===== config.mk =====
export PLATFORM = sky130hd
export DESIGN_NAME = serial_line_editor_core
export DESIGN_NICKNAME = d
export VERILOG_FILES = /design/src/design/sle_pkg.sv /design/src/design/serial_line_editor_core.sv /design/src/design/sle_front.sv /design/src/design/sle_cmd_fifo.sv /design/src/design/sle_back.sv
export SDC_FILE = /design/constraint.sdc
export NUM_CORES = 1
export LEC_CHECK = 0
export BUFFER_PORTS_ARGS = -buffer_cell sky130_fd_sc_hd__buf_2
export CELL_PAD_IN_SITES_DETAIL_PLACEMENT = 1
export CELL_PAD_IN_SITES_GLOBAL_PLACEMENT = 1
export CORE_MARGIN = 2
export CORE_UTILIZATION = 47
export DETAILED_ROUTE_END_ITERATION = 10
export PLACE_DENSITY = 0.8
export SLEW_MARGIN = 10
export SYNTH_ARGS = -nofsm -noshare
export SYNTH_HDL_FRONTEND = slang
export SYNTH_SLANG_ARGS = --single-unit
export TNS_END_PERCENT = 30

===== constraint.sdc =====
create_clock -name i_clk -period 2.85 [get_ports i_clk]
set_input_delay 0.285 -clock i_clk [delete_from_list [all_inputs] [get_ports i_clk]]
set_output_delay 0.285 -clock i_clk [all_outputs]
set_load 0.02 [all_outputs]

===== src/design/sle_pkg.sv =====
// ----------------------------------------------------------------------------
// sle_pkg
// Shared types, constants and echo tables of the serial line editor.
// ----------------------------------------------------------------------------
package sle_pkg;

    localparam int LINE_CAPACITY_DEF = 32;
    localparam int CMD_QDEPTH        = 2;

    localparam int CFG_ADDR_W = 3;
    localparam int CFG_DATA_W = 32;
    localparam int CFG_IDX_W  = CFG_ADDR_W - 2;
    localparam int LIMIT_W    = 7;
    localparam int LEN_W      = 6;
    localparam int SEQ_W      = 3;
    localparam int OUT_DATA_W = 16;

    localparam logic [CFG_IDX_W-1:0] REG_LINE_OUT_LIMIT = '0;
    localparam logic [LIMIT_W-1:0]   LIMIT_RESET        = 7'd32;

    localparam logic [7:0] CH_ETX   = 8'h03;
    localparam logic [7:0] CH_BS    = 8'h08;
    localparam logic [7:0] CH_LF    = 8'h0A;
    localparam logic [7:0] CH_CR    = 8'h0D;
    localparam logic [7:0] CH_SPACE = 8'h20;
    localparam logic [7:0] CH_GT    = 8'h3E;
    localparam logic [7:0] CH_C     = 8'h43;
    localparam logic [7:0] CH_CARET = 8'h5E;
    localparam logic [7:0] CH_TILDE = 8'h7E;
    localparam logic [7:0] CH_DEL   = 8'h7F;

    localparam logic KIND_ECHO = 1'b0;
    localparam logic KIND_LINE = 1'b1;

    typedef enum logic [2:0] {
        OP_NONE,
        OP_PRINT,
        OP_ERASE,
        OP_INTR,
        OP_LINE
    } t_op;

    typedef struct packed {
        t_op        op;
        logic [7:0] data;
    } t_cmd;

    typedef struct packed {
        logic valid;
        t_cmd cmd;
    } t_q_head;

    typedef enum logic [1:0] {
        ST_IDLE,
        ST_ECHO,
        ST_DREAD,
        ST_DSEND
    } t_state;

    function automatic logic [SEQ_W-1:0] echo_count(input t_op op);
        logic [SEQ_W-1:0] n;
        case (op)
            OP_LINE:  n = 3'd2;
            OP_ERASE: n = 3'd3;
            OP_INTR:  n = 3'd5;
            default:  n = 3'd1;
        endcase
        return n;
    endfunction

    function automatic logic [7:0] echo_byte(input t_op op, input logic [SEQ_W-1:0] seq,
                                             input logic [7:0] data);
        logic [7:0] b;
        case (op)
            OP_LINE:  b = (seq == 3'd0) ? CH_SPACE : CH_LF;
            OP_ERASE: b = (seq == 3'd1) ? CH_SPACE : CH_BS;
            OP_INTR: begin
                case (seq)
                    3'd0:    b = CH_CARET;
                    3'd1:    b = CH_C;
                    3'd2:    b = CH_LF;
                    3'd3:    b = CH_GT;
                    default: b = CH_SPACE;
                endcase
            end
            default:  b = data;
        endcase
        return b;
    endfunction

endpackage


===== src/design/serial_line_editor_core.sv =====
// ----------------------------------------------------------------------------
// serial_line_editor_core
// Terminal line editor with echo: edits a command line from received bytes.
// ----------------------------------------------------------------------------
//  channel   dir  handshake                 payload
//  s         in   i_s_tvalid / o_s_tready    tdata[7:0] rx_byte
//  m         out  o_m_tvalid / i_m_tready    tdata byte+length, tuser kind, tlast
//  apb       in   i_psel / i_penable         line_out_limit at byte address 0
//
//  A word is taken into a command queue of QUEUE_DEPTH entries (two by default).
//  The back part pops each command in ST_IDLE, then sends each echo word from
//  ST_ECHO and each line word through ST_DREAD and ST_DSEND (registered line
//  store read); output stalls hold it in ST_ECHO and ST_DSEND.
//  No clearing pass after reset; ignored bytes never reach the queue.
// ----------------------------------------------------------------------------
module serial_line_editor_core #(
    parameter int LINE_CAPACITY = sle_pkg::LINE_CAPACITY_DEF,
    parameter int QUEUE_DEPTH   = sle_pkg::CMD_QDEPTH
) (
    input  logic                              i_clk,
    input  logic                              i_rst_n,
    input  logic                              i_s_tvalid,
    output logic                              o_s_tready,
    input  logic [7:0]                        i_s_tdata,  // [7:0] rx_byte
    output logic                              o_m_tvalid,
    input  logic                              i_m_tready,
    output logic [sle_pkg::OUT_DATA_W-1:0]    o_m_tdata,  // [7:0] out_byte, [13:8] line_length
    output logic                              o_m_tuser,  // [0] out_kind
    output logic                              o_m_tlast,
    input  logic                              i_psel,
    input  logic                              i_penable,
    input  logic                              i_pwrite,
    input  logic [sle_pkg::CFG_ADDR_W-1:0]    i_paddr,
    input  logic [sle_pkg::CFG_DATA_W-1:0]    i_pwdata,
    output logic [sle_pkg::CFG_DATA_W-1:0]    o_prdata,
    output logic                              o_pready
);

    logic [sle_pkg::LIMIT_W-1:0] r_line_out_limit;
    logic                        reg_hit;
    logic                        q_full;
    logic                        push;
    logic                        pop;
    sle_pkg::t_cmd               cmd;
    sle_pkg::t_q_head            head;

    assign o_pready = 1'b1;
    assign reg_hit  = (i_paddr[sle_pkg::CFG_ADDR_W-1:2] == sle_pkg::REG_LINE_OUT_LIMIT);

    always_ff @(posedge i_clk) begin
        if (!i_rst_n) begin
            r_line_out_limit <= sle_pkg::LIMIT_RESET;
        end else if (i_psel && i_penable && i_pwrite && o_pready && reg_hit) begin
            r_line_out_limit <= i_pwdata[sle_pkg::LIMIT_W-1:0];
        end
    end

    assign o_prdata = reg_hit ? sle_pkg::CFG_DATA_W'(r_line_out_limit) : '0;

    sle_front u_front (
        .i_s_tvalid (i_s_tvalid),
        .i_s_tdata  (i_s_tdata),
        .i_q_full   (q_full),
        .o_s_tready (o_s_tready),
        .o_push     (push),
        .o_cmd      (cmd)
    );

    sle_cmd_fifo #(
        .DEPTH (QUEUE_DEPTH)
    ) u_fifo (
        .i_clk   (i_clk),
        .i_rst_n (i_rst_n),
        .i_push  (push),
        .i_cmd   (cmd),
        .i_pop   (pop),
        .o_full  (q_full),
        .o_head  (head)
    );

    sle_back #(
        .LINE_CAPACITY (LINE_CAPACITY)
    ) u_back (
        .i_clk      (i_clk),
        .i_rst_n    (i_rst_n),
        .i_head     (head),
        .o_pop      (pop),
        .i_limit    (r_line_out_limit),
        .o_m_tvalid (o_m_tvalid),
        .i_m_tready (i_m_tready),
        .o_m_tdata  (o_m_tdata),
        .o_m_tuser  (o_m_tuser),
        .o_m_tlast  (o_m_tlast)
    );

`ifndef SYNTHESIS
    a_line_len_nonzero: assert property (@(posedge i_clk) disable iff (!i_rst_n)
        o_m_tvalid && o_m_tuser |-> o_m_tdata[13:8] != 6'd0)
        else $error("line word with zero length");

    a_echo_len_zero: assert property (@(posedge i_clk) disable iff (!i_rst_n)
        o_m_tvalid && !o_m_tuser |-> o_m_tdata[13:8] == 6'd0)
        else $error("echo word with non-zero length");

    a_line_printable: assert property (@(posedge i_clk) disable iff (!i_rst_n)
        o_m_tvalid && o_m_tuser |->
            o_m_tdata[7:0] >= sle_pkg::CH_SPACE && o_m_tdata[7:0] <= sle_pkg::CH_TILDE)
        else $error("line word not printable");

    a_no_push_when_full: assert property (@(posedge i_clk) disable iff (!i_rst_n)
        q_full |-> !push)
        else $error("command queue overflow");
`endif

endmodule


===== src/design/sle_front.sv =====
// ----------------------------------------------------------------------------
// sle_front
// Input side: takes received words and sorts them into editing commands.
// ----------------------------------------------------------------------------
module sle_front (
    input  logic              i_s_tvalid,
    input  logic [7:0]        i_s_tdata,   // [7:0] rx_byte
    input  logic              i_q_full,
    output logic              o_s_tready,
    output logic              o_push,
    output sle_pkg::t_cmd     o_cmd
);

    sle_pkg::t_op op;

    always_comb begin
        case (i_s_tdata) inside
            sle_pkg::CH_CR, sle_pkg::CH_LF:              op = sle_pkg::OP_LINE;
            sle_pkg::CH_BS, sle_pkg::CH_DEL:             op = sle_pkg::OP_ERASE;
            sle_pkg::CH_ETX:                             op = sle_pkg::OP_INTR;
            [sle_pkg::CH_SPACE:sle_pkg::CH_TILDE]:       op = sle_pkg::OP_PRINT;
            default:                                     op = sle_pkg::OP_NONE;
        endcase
    end

    assign o_s_tready = !i_q_full;
    // ignored bytes are dropped here and never queued
    assign o_push     = i_s_tvalid && !i_q_full && (op != sle_pkg::OP_NONE);
    assign o_cmd.op   = op;
    assign o_cmd.data = i_s_tdata;

endmodule


===== src/design/sle_cmd_fifo.sv =====
// ----------------------------------------------------------------------------
// sle_cmd_fifo
// Short command queue between the front and back parts.
// ----------------------------------------------------------------------------
module sle_cmd_fifo #(
    parameter int DEPTH = sle_pkg::CMD_QDEPTH
) (
    input  logic              i_clk,
    input  logic              i_rst_n,
    input  logic              i_push,
    input  sle_pkg::t_cmd     i_cmd,
    input  logic              i_pop,
    output logic              o_full,
    output sle_pkg::t_q_head  o_head
);

    localparam int PW = (DEPTH > 1) ? $clog2(DEPTH) : 1;
    localparam int CW = $clog2(DEPTH + 1);

    sle_pkg::t_cmd   r_mem [DEPTH];
    logic [PW-1:0]   r_wp;
    logic [PW-1:0]   r_rp;
    logic [CW-1:0]   r_count;
    logic            do_pop;

    assign do_pop = i_pop && (r_count != '0);

    always_ff @(posedge i_clk) begin
        if (i_push) begin
            r_mem[r_wp] <= i_cmd;
        end
    end

    always_ff @(posedge i_clk) begin
        if (!i_rst_n) begin
            r_wp    <= '0;
            r_rp    <= '0;
            r_count <= '0;
        end else begin
            if (i_push) begin
                r_wp <= (r_wp == PW'(DEPTH - 1)) ? '0 : r_wp + 1'b1;
            end
            if (do_pop) begin
                r_rp <= (r_rp == PW'(DEPTH - 1)) ? '0 : r_rp + 1'b1;
            end
            case ({i_push, do_pop})
                2'b10:   r_count <= r_count + 1'b1;
                2'b01:   r_count <= r_count - 1'b1;
                default: r_count <= r_count;
            endcase
        end
    end

    assign o_full       = (r_count == CW'(DEPTH));
    assign o_head.valid = (r_count != '0);
    assign o_head.cmd   = r_mem[r_rp];

endmodule


===== src/design/sle_back.sv =====
// ----------------------------------------------------------------------------
// sle_back
// Execution side: line store, fill level, echo sequencer and line dump.
// ----------------------------------------------------------------------------
module sle_back #(
    parameter int LINE_CAPACITY = sle_pkg::LINE_CAPACITY_DEF
) (
    input  logic                          i_clk,
    input  logic                          i_rst_n,
    input  sle_pkg::t_q_head              i_head,
    output logic                          o_pop,
    input  logic [sle_pkg::LIMIT_W-1:0]   i_limit,
    output logic                          o_m_tvalid,
    input  logic                          i_m_tready,
    output logic [sle_pkg::OUT_DATA_W-1:0] o_m_tdata,  // [7:0] out_byte, [13:8] line_length
    output logic                          o_m_tuser,  // [0] out_kind
    output logic                          o_m_tlast
);

    localparam int FW = $clog2(LINE_CAPACITY);

    sle_pkg::t_state           r_state, n_state;
    logic [7:0]                r_mem [LINE_CAPACITY];
    logic [7:0]                r_rd_data;
    logic [FW-1:0]             r_fill;
    logic [FW-1:0]             r_len;
    logic [FW-1:0]             r_emit;
    logic [FW-1:0]             r_idx;
    logic [sle_pkg::SEQ_W-1:0] r_seq;
    sle_pkg::t_op              r_op;
    logic [7:0]                r_data;

    logic                      r_out_valid;
    logic                      r_out_kind;
    logic [7:0]                r_out_byte;
    logic [FW-1:0]             r_out_len;
    logic                      r_out_last;

    logic                      out_free;
    logic                      has_res;
    logic                      echo_end;
    logic                      dump_end;
    logic                      do_dump;
    logic [sle_pkg::LIMIT_W-1:0] lim_m1;
    logic [FW-1:0]             emit_calc;

    logic                      load;
    logic                      ld_kind;
    logic [7:0]                ld_byte;
    logic                      ld_last;

    assign out_free = !r_out_valid || i_m_tready;

    always_comb begin
        case (i_head.cmd.op)
            sle_pkg::OP_PRINT: has_res = (r_fill < FW'(LINE_CAPACITY - 1));
            sle_pkg::OP_ERASE: has_res = (r_fill != '0);
            sle_pkg::OP_LINE:  has_res = (r_fill != '0);
            sle_pkg::OP_INTR:  has_res = 1'b1;
            default:           has_res = 1'b0;
        endcase
    end

    assign lim_m1    = (i_limit == '0) ? '0 : i_limit - 1'b1;
    assign emit_calc = (sle_pkg::LIMIT_W'(r_fill) < lim_m1) ? r_fill : FW'(lim_m1);

    assign echo_end = (r_seq == sle_pkg::echo_count(r_op) - 1'b1);
    assign do_dump  = (r_op == sle_pkg::OP_LINE) && (r_emit != '0);
    assign dump_end = (r_idx == r_emit - 1'b1);

    // next state
    always_comb begin
        n_state = r_state;
        case (r_state)
            sle_pkg::ST_IDLE: begin
                if (i_head.valid && has_res) begin
                    n_state = sle_pkg::ST_ECHO;
                end
            end
            sle_pkg::ST_ECHO: begin
                if (out_free && echo_end) begin
                    n_state = do_dump ? sle_pkg::ST_DREAD : sle_pkg::ST_IDLE;
                end
            end
            sle_pkg::ST_DREAD: n_state = sle_pkg::ST_DSEND;
            sle_pkg::ST_DSEND: begin
                if (out_free) begin
                    n_state = dump_end ? sle_pkg::ST_IDLE : sle_pkg::ST_DREAD;
                end
            end
            default: n_state = sle_pkg::ST_IDLE;
        endcase
    end

    // outputs
    always_comb begin
        o_pop   = 1'b0;
        load    = 1'b0;
        ld_kind = sle_pkg::KIND_ECHO;
        ld_byte = sle_pkg::echo_byte(r_op, r_seq, r_data);
        ld_last = 1'b0;
        case (r_state)
            sle_pkg::ST_IDLE: o_pop = i_head.valid;
            sle_pkg::ST_ECHO: begin
                load    = out_free;
                ld_last = echo_end && !do_dump;
            end
            sle_pkg::ST_DSEND: begin
                load    = out_free;
                ld_kind = sle_pkg::KIND_LINE;
                ld_byte = r_rd_data;
                ld_last = dump_end;
            end
            default: ;
        endcase
    end

    always_ff @(posedge i_clk) begin
        if (r_state == sle_pkg::ST_IDLE && i_head.valid && has_res &&
            i_head.cmd.op == sle_pkg::OP_PRINT) begin
            r_mem[r_fill] <= i_head.cmd.data;
        end
        r_rd_data <= r_mem[r_idx];
    end

    always_ff @(posedge i_clk) begin
        if (!i_rst_n) begin
            r_state     <= sle_pkg::ST_IDLE;
            r_fill      <= '0;
            r_out_valid <= 1'b0;
        end else begin
            r_state <= n_state;
            if (load) begin
                r_out_valid <= 1'b1;
            end else if (i_m_tready) begin
                r_out_valid <= 1'b0;
            end
            if (o_pop && has_res) begin
                case (i_head.cmd.op)
                    sle_pkg::OP_PRINT: r_fill <= r_fill + 1'b1;
                    sle_pkg::OP_ERASE: r_fill <= r_fill - 1'b1;
                    sle_pkg::OP_INTR:  r_fill <= '0;
                    sle_pkg::OP_LINE:  r_fill <= '0;
                    default:           r_fill <= r_fill;
                endcase
            end
        end
    end

    always_ff @(posedge i_clk) begin
        if (o_pop) begin
            r_op   <= i_head.cmd.op;
            r_data <= i_head.cmd.data;
            r_seq  <= '0;
            r_idx  <= '0;
            r_len  <= r_fill;
            r_emit <= emit_calc;
        end else begin
            if (r_state == sle_pkg::ST_ECHO && load) begin
                r_seq <= r_seq + 1'b1;
            end
            if (r_state == sle_pkg::ST_DSEND && load) begin
                r_idx <= r_idx + 1'b1;
            end
        end
        if (load) begin
            r_out_kind <= ld_kind;
            r_out_byte <= ld_byte;
            r_out_len  <= (ld_kind == sle_pkg::KIND_LINE) ? r_len : '0;
            r_out_last <= ld_last;
        end
    end

    assign o_m_tvalid = r_out_valid;
    assign o_m_tdata  = {2'b00, sle_pkg::LEN_W'(r_out_len), r_out_byte};
    assign o_m_tuser  = r_out_kind;
    assign o_m_tlast  = r_out_last;

endmodule

==> impl_results.md <==
- Mapped cell area: about 15000 µm²
- Ys Warns: 0
- Max_slew headroom: a little under 50%
- Routability cong.: 0.7938
- Clock sink count: 350
- Die ar.: roughly 32000 µm²
- Worst EP required: ~3.1 ns
- Worst Setup Path Type: reg2reg
- Die height: between 150 and 200 µm
- Post-DP Area: 15570 µm²
- Setup TNS: 0 ns
- Global-route wire length before repair: ~50000 µm
- Synth cell types: 64
- Lkg Pwr: ~5.7 nW
- Core Region: a little over 30000 µm²
- Crit path launch type: register
- Die W: roughly 180 µm
- Drc violations: 0
- Most frequent cells in the layout: edfxtp_1 (314), mux4_2 (80), nor2_1 (72)
- Core Rows: 64
- Crit-path cells: inv_2, ha_4, or3b_4, nor4_4, or2_2, ha_1, or3_1, o31ai_1, a22oi_2, mux2_4
- #FFs+latches synth: between 300 and 400
- Fin area: roughly 17000 µm²
- Ys flop type: edfxtp_1
- CP Max Fanout: 4
- DP Cell Count: 1313
- Clock transition at path regs: around 0.06 ns
- Final net count: roughly 1.0k
- Wire per inst: 24.32 µm
- Largest net degree at the start of global routing: 34
- Share of layout cells above drive strength 1: 27.86%
- Peak supply drop: 0.5416 mV
- Max-Cap Viols: 0
- Syn avg cell area: 17.33 µm²
- Final Critical Period: about 2.7 ns
- Routed Antenna Nets: 0
- Most common cell after layout, fill and taps aside: edfxtp_1
- Status: complete, no violations
- CP peak stage delay: between 0.3 and 0.4 ns
- I/O pins: approximately 100
- Clock Path Buffers: 3
- Slew Limit Fails: 0
- Total GRT Usage: roughly a fifth
- Port Buf Inserts: 46
- Gr ovfl total: 0
- Layout area overhead: 15.39%
- Routed vias: 7881
- Worst slew pin tran: about 0.78 ns
- Reg2Reg Depth: 10
- Vias per inst: around 5.7
- WHS: around 0.0066 ns
- Cells after Synth: around 840
- Register area share after synthesis: between 60% and 70%
- Worst Clk Skew: around 0.018 ns
- Critical Path AT: roughly 3 ns
- Clock root buffer master: clkbuf_16
- Vias in the first global route: ~8.5k
- EDFF count, synth: between 300 and 400
- Drt initial violations: 659
- Achievable Freq: between 300 and 400 MHz
- Final Cycle Share: a little over nine tenths
- Dpl hpwl: roughly 22000 µm
- Clock latency at the later pin of the worst-skew pair: approximately 0.52 ns
- Final WL: about 34000 µm
- Fin util: a little under three fifths
- Final hold violation count: 0
- Initial antenna violation count: 2
- Hold Crit Class: in2reg
- Initial core utilization: 47.69%
- CP endpoint kind: register
- Final setup violation count: 0
- CTS H-tree lvls: 2
- CTS tree: built
- CP max stage cell: dfxtp_1
- Hold Path Cell Cnt: 3
- Pwr Density: 759.5 nW/µm²
- Cts bufs inserted: 37
- Detailed Routing Iterations Pass 1: 7
- Async S/R FF share, synth: 0%
- Non-filler cells, final: about 1.4k
[repair_timing]
| action | CTS | global route |
|---|---|---|
| resized for setup | 0 | 10 |
| hold endpoints to repair | 1 | 0 |
| endpoints found under the setup margin | 0 | 6 |
| buffers inserted | 0 | 1 |
| hold buffers | 2 | 0 |
[cell usage after synthesis (all sizes together), types with 6 or more instances]
cell	number	area, µm²
nor3	12	65.06
a21oi	20	100.1
nor2b	12	75.07
o211ai	6	45.04
edfxtp	314	9429
ha	17	212.7
nand2b	12	75.07
nor4	7	65.06
clkbuf	20	75.07
xor2	9	78.83
a31oi	6	37.54
nor2	72	270.3
o21ai	9	45.04
nand3	16	80.08
mux2	17	191.4
and3	6	37.54
nand2	27	101.4
inv	19	71.31
mux4	80	1802
buf	42	301.5
mux2i	16	160.2
dfxtp	36	720.7
xnor2	11	96.34
[cells by family after synthesis]
logic type      count (synthesis)  synth area share [%]
fa+ha+maj                      18                 1.595
compound gates                 65                 3.002
xor+xnor                       20                 1.201
buf+inv                        82                 3.096
other cells                     2               0.05148
mux                           113                 14.76
flops                         350                 69.58
simple gates                  192                 6.716
[path summary, 6_finish.rpt]
check | from | endpoint | slack [ns]
worst min register to register | u_fifo.r_wp$_SDFFE_PN0N_ | u_fifo.r_wp$_SDFFE_PN0N_ | 0.48
worst max-delay path | r_line_out_limit[1]$_SDFFE_PN0P_ | u_back.r_emit[0]$_DFFE_PP_ | 0.12
worst max register to register | r_line_out_limit[1]$_SDFFE_PN0P_ | u_back.r_emit[0]$_DFFE_PP_ | 0.12
worst min-delay path | i_pwdata[0] | r_line_out_limit[0]$_SDFFE_PN0P_ | 0.007
[metrics by stage]
step	setup slack, ns	power, W
3_5_place_dp	0.07063	0.008165
3_3_place_gp	0.1398	0.008032
5_1_grt	-0.005239	0.01324
4_1_cts	0.05657	0.01286
2_1_floorplan	0.08151	0.007547
6_report	0.1186	0.01278
[worst max-delay path: cells and delay by family (launching register included)]
kind / cells / cell delay, ns
DFF: 1 / 0.39
and+or+nand+nor: 4 / 0.92
muxes: 1 / 0.32
AOI/OAI and AO/OA: 2 / 0.43
buffers and inverters: 1 / 0.07
adders and majority gates: 2 / 0.35
[layer usage]
metal	GRT usage, %	share of wire (%)	vias to the layer above
li1	-	-	3488
met1	27.39	41	4089
met2	36.29	52	252
met3	3.537	5.1	52
met4	5.806	2.0	0
met5	0	0	-
[area by class of cell]
type	count	area, µm²
Multi-Input combinational cell	445	4161
Clock inverter	16	138.9
Tap cell	396	495.5
Sequential cell	350	10150
Timing Repair Buffer	105	753.2
Inverter	20	75.07
Clock buffer	51	1051
Fill cell	2838	13760
Antenna cell	1	2.502
[power breakdown]
| group | switching (W) | internal [W] |
|---|---|---|
| clock | 0.00193 | 0.00277 |
| combinational | 0.00119 | 0.000533 |
| sequential | 0.000184 | 0.00618 |
| total | 0.00330 | 0.00948 |
[state kept, by name, summed over array words and instances (netlist names), named ones only]
register           count
r_line_out_limit       7
u_back.o_m_tlast       1
u_back.o_m_tuser       1
u_back.o_m_tvalid      1
u_back.r_data          8
u_back.r_emit          5
u_back.r_fill          5
u_back.r_idx           5
u_back.r_len           5
u_back.r_mem         256
u_back.r_op            3
u_back.r_out_byte      8
u_back.r_out_len       5
u_back.r_rd_data       8
u_back.r_seq           3
u_back.r_state         2
u_fifo.r_count         2
u_fifo.r_mem          22
u_fifo.r_rp            1
u_fifo.r_wp            1
No activity file was read; power rests on OpenSTA's default activity.
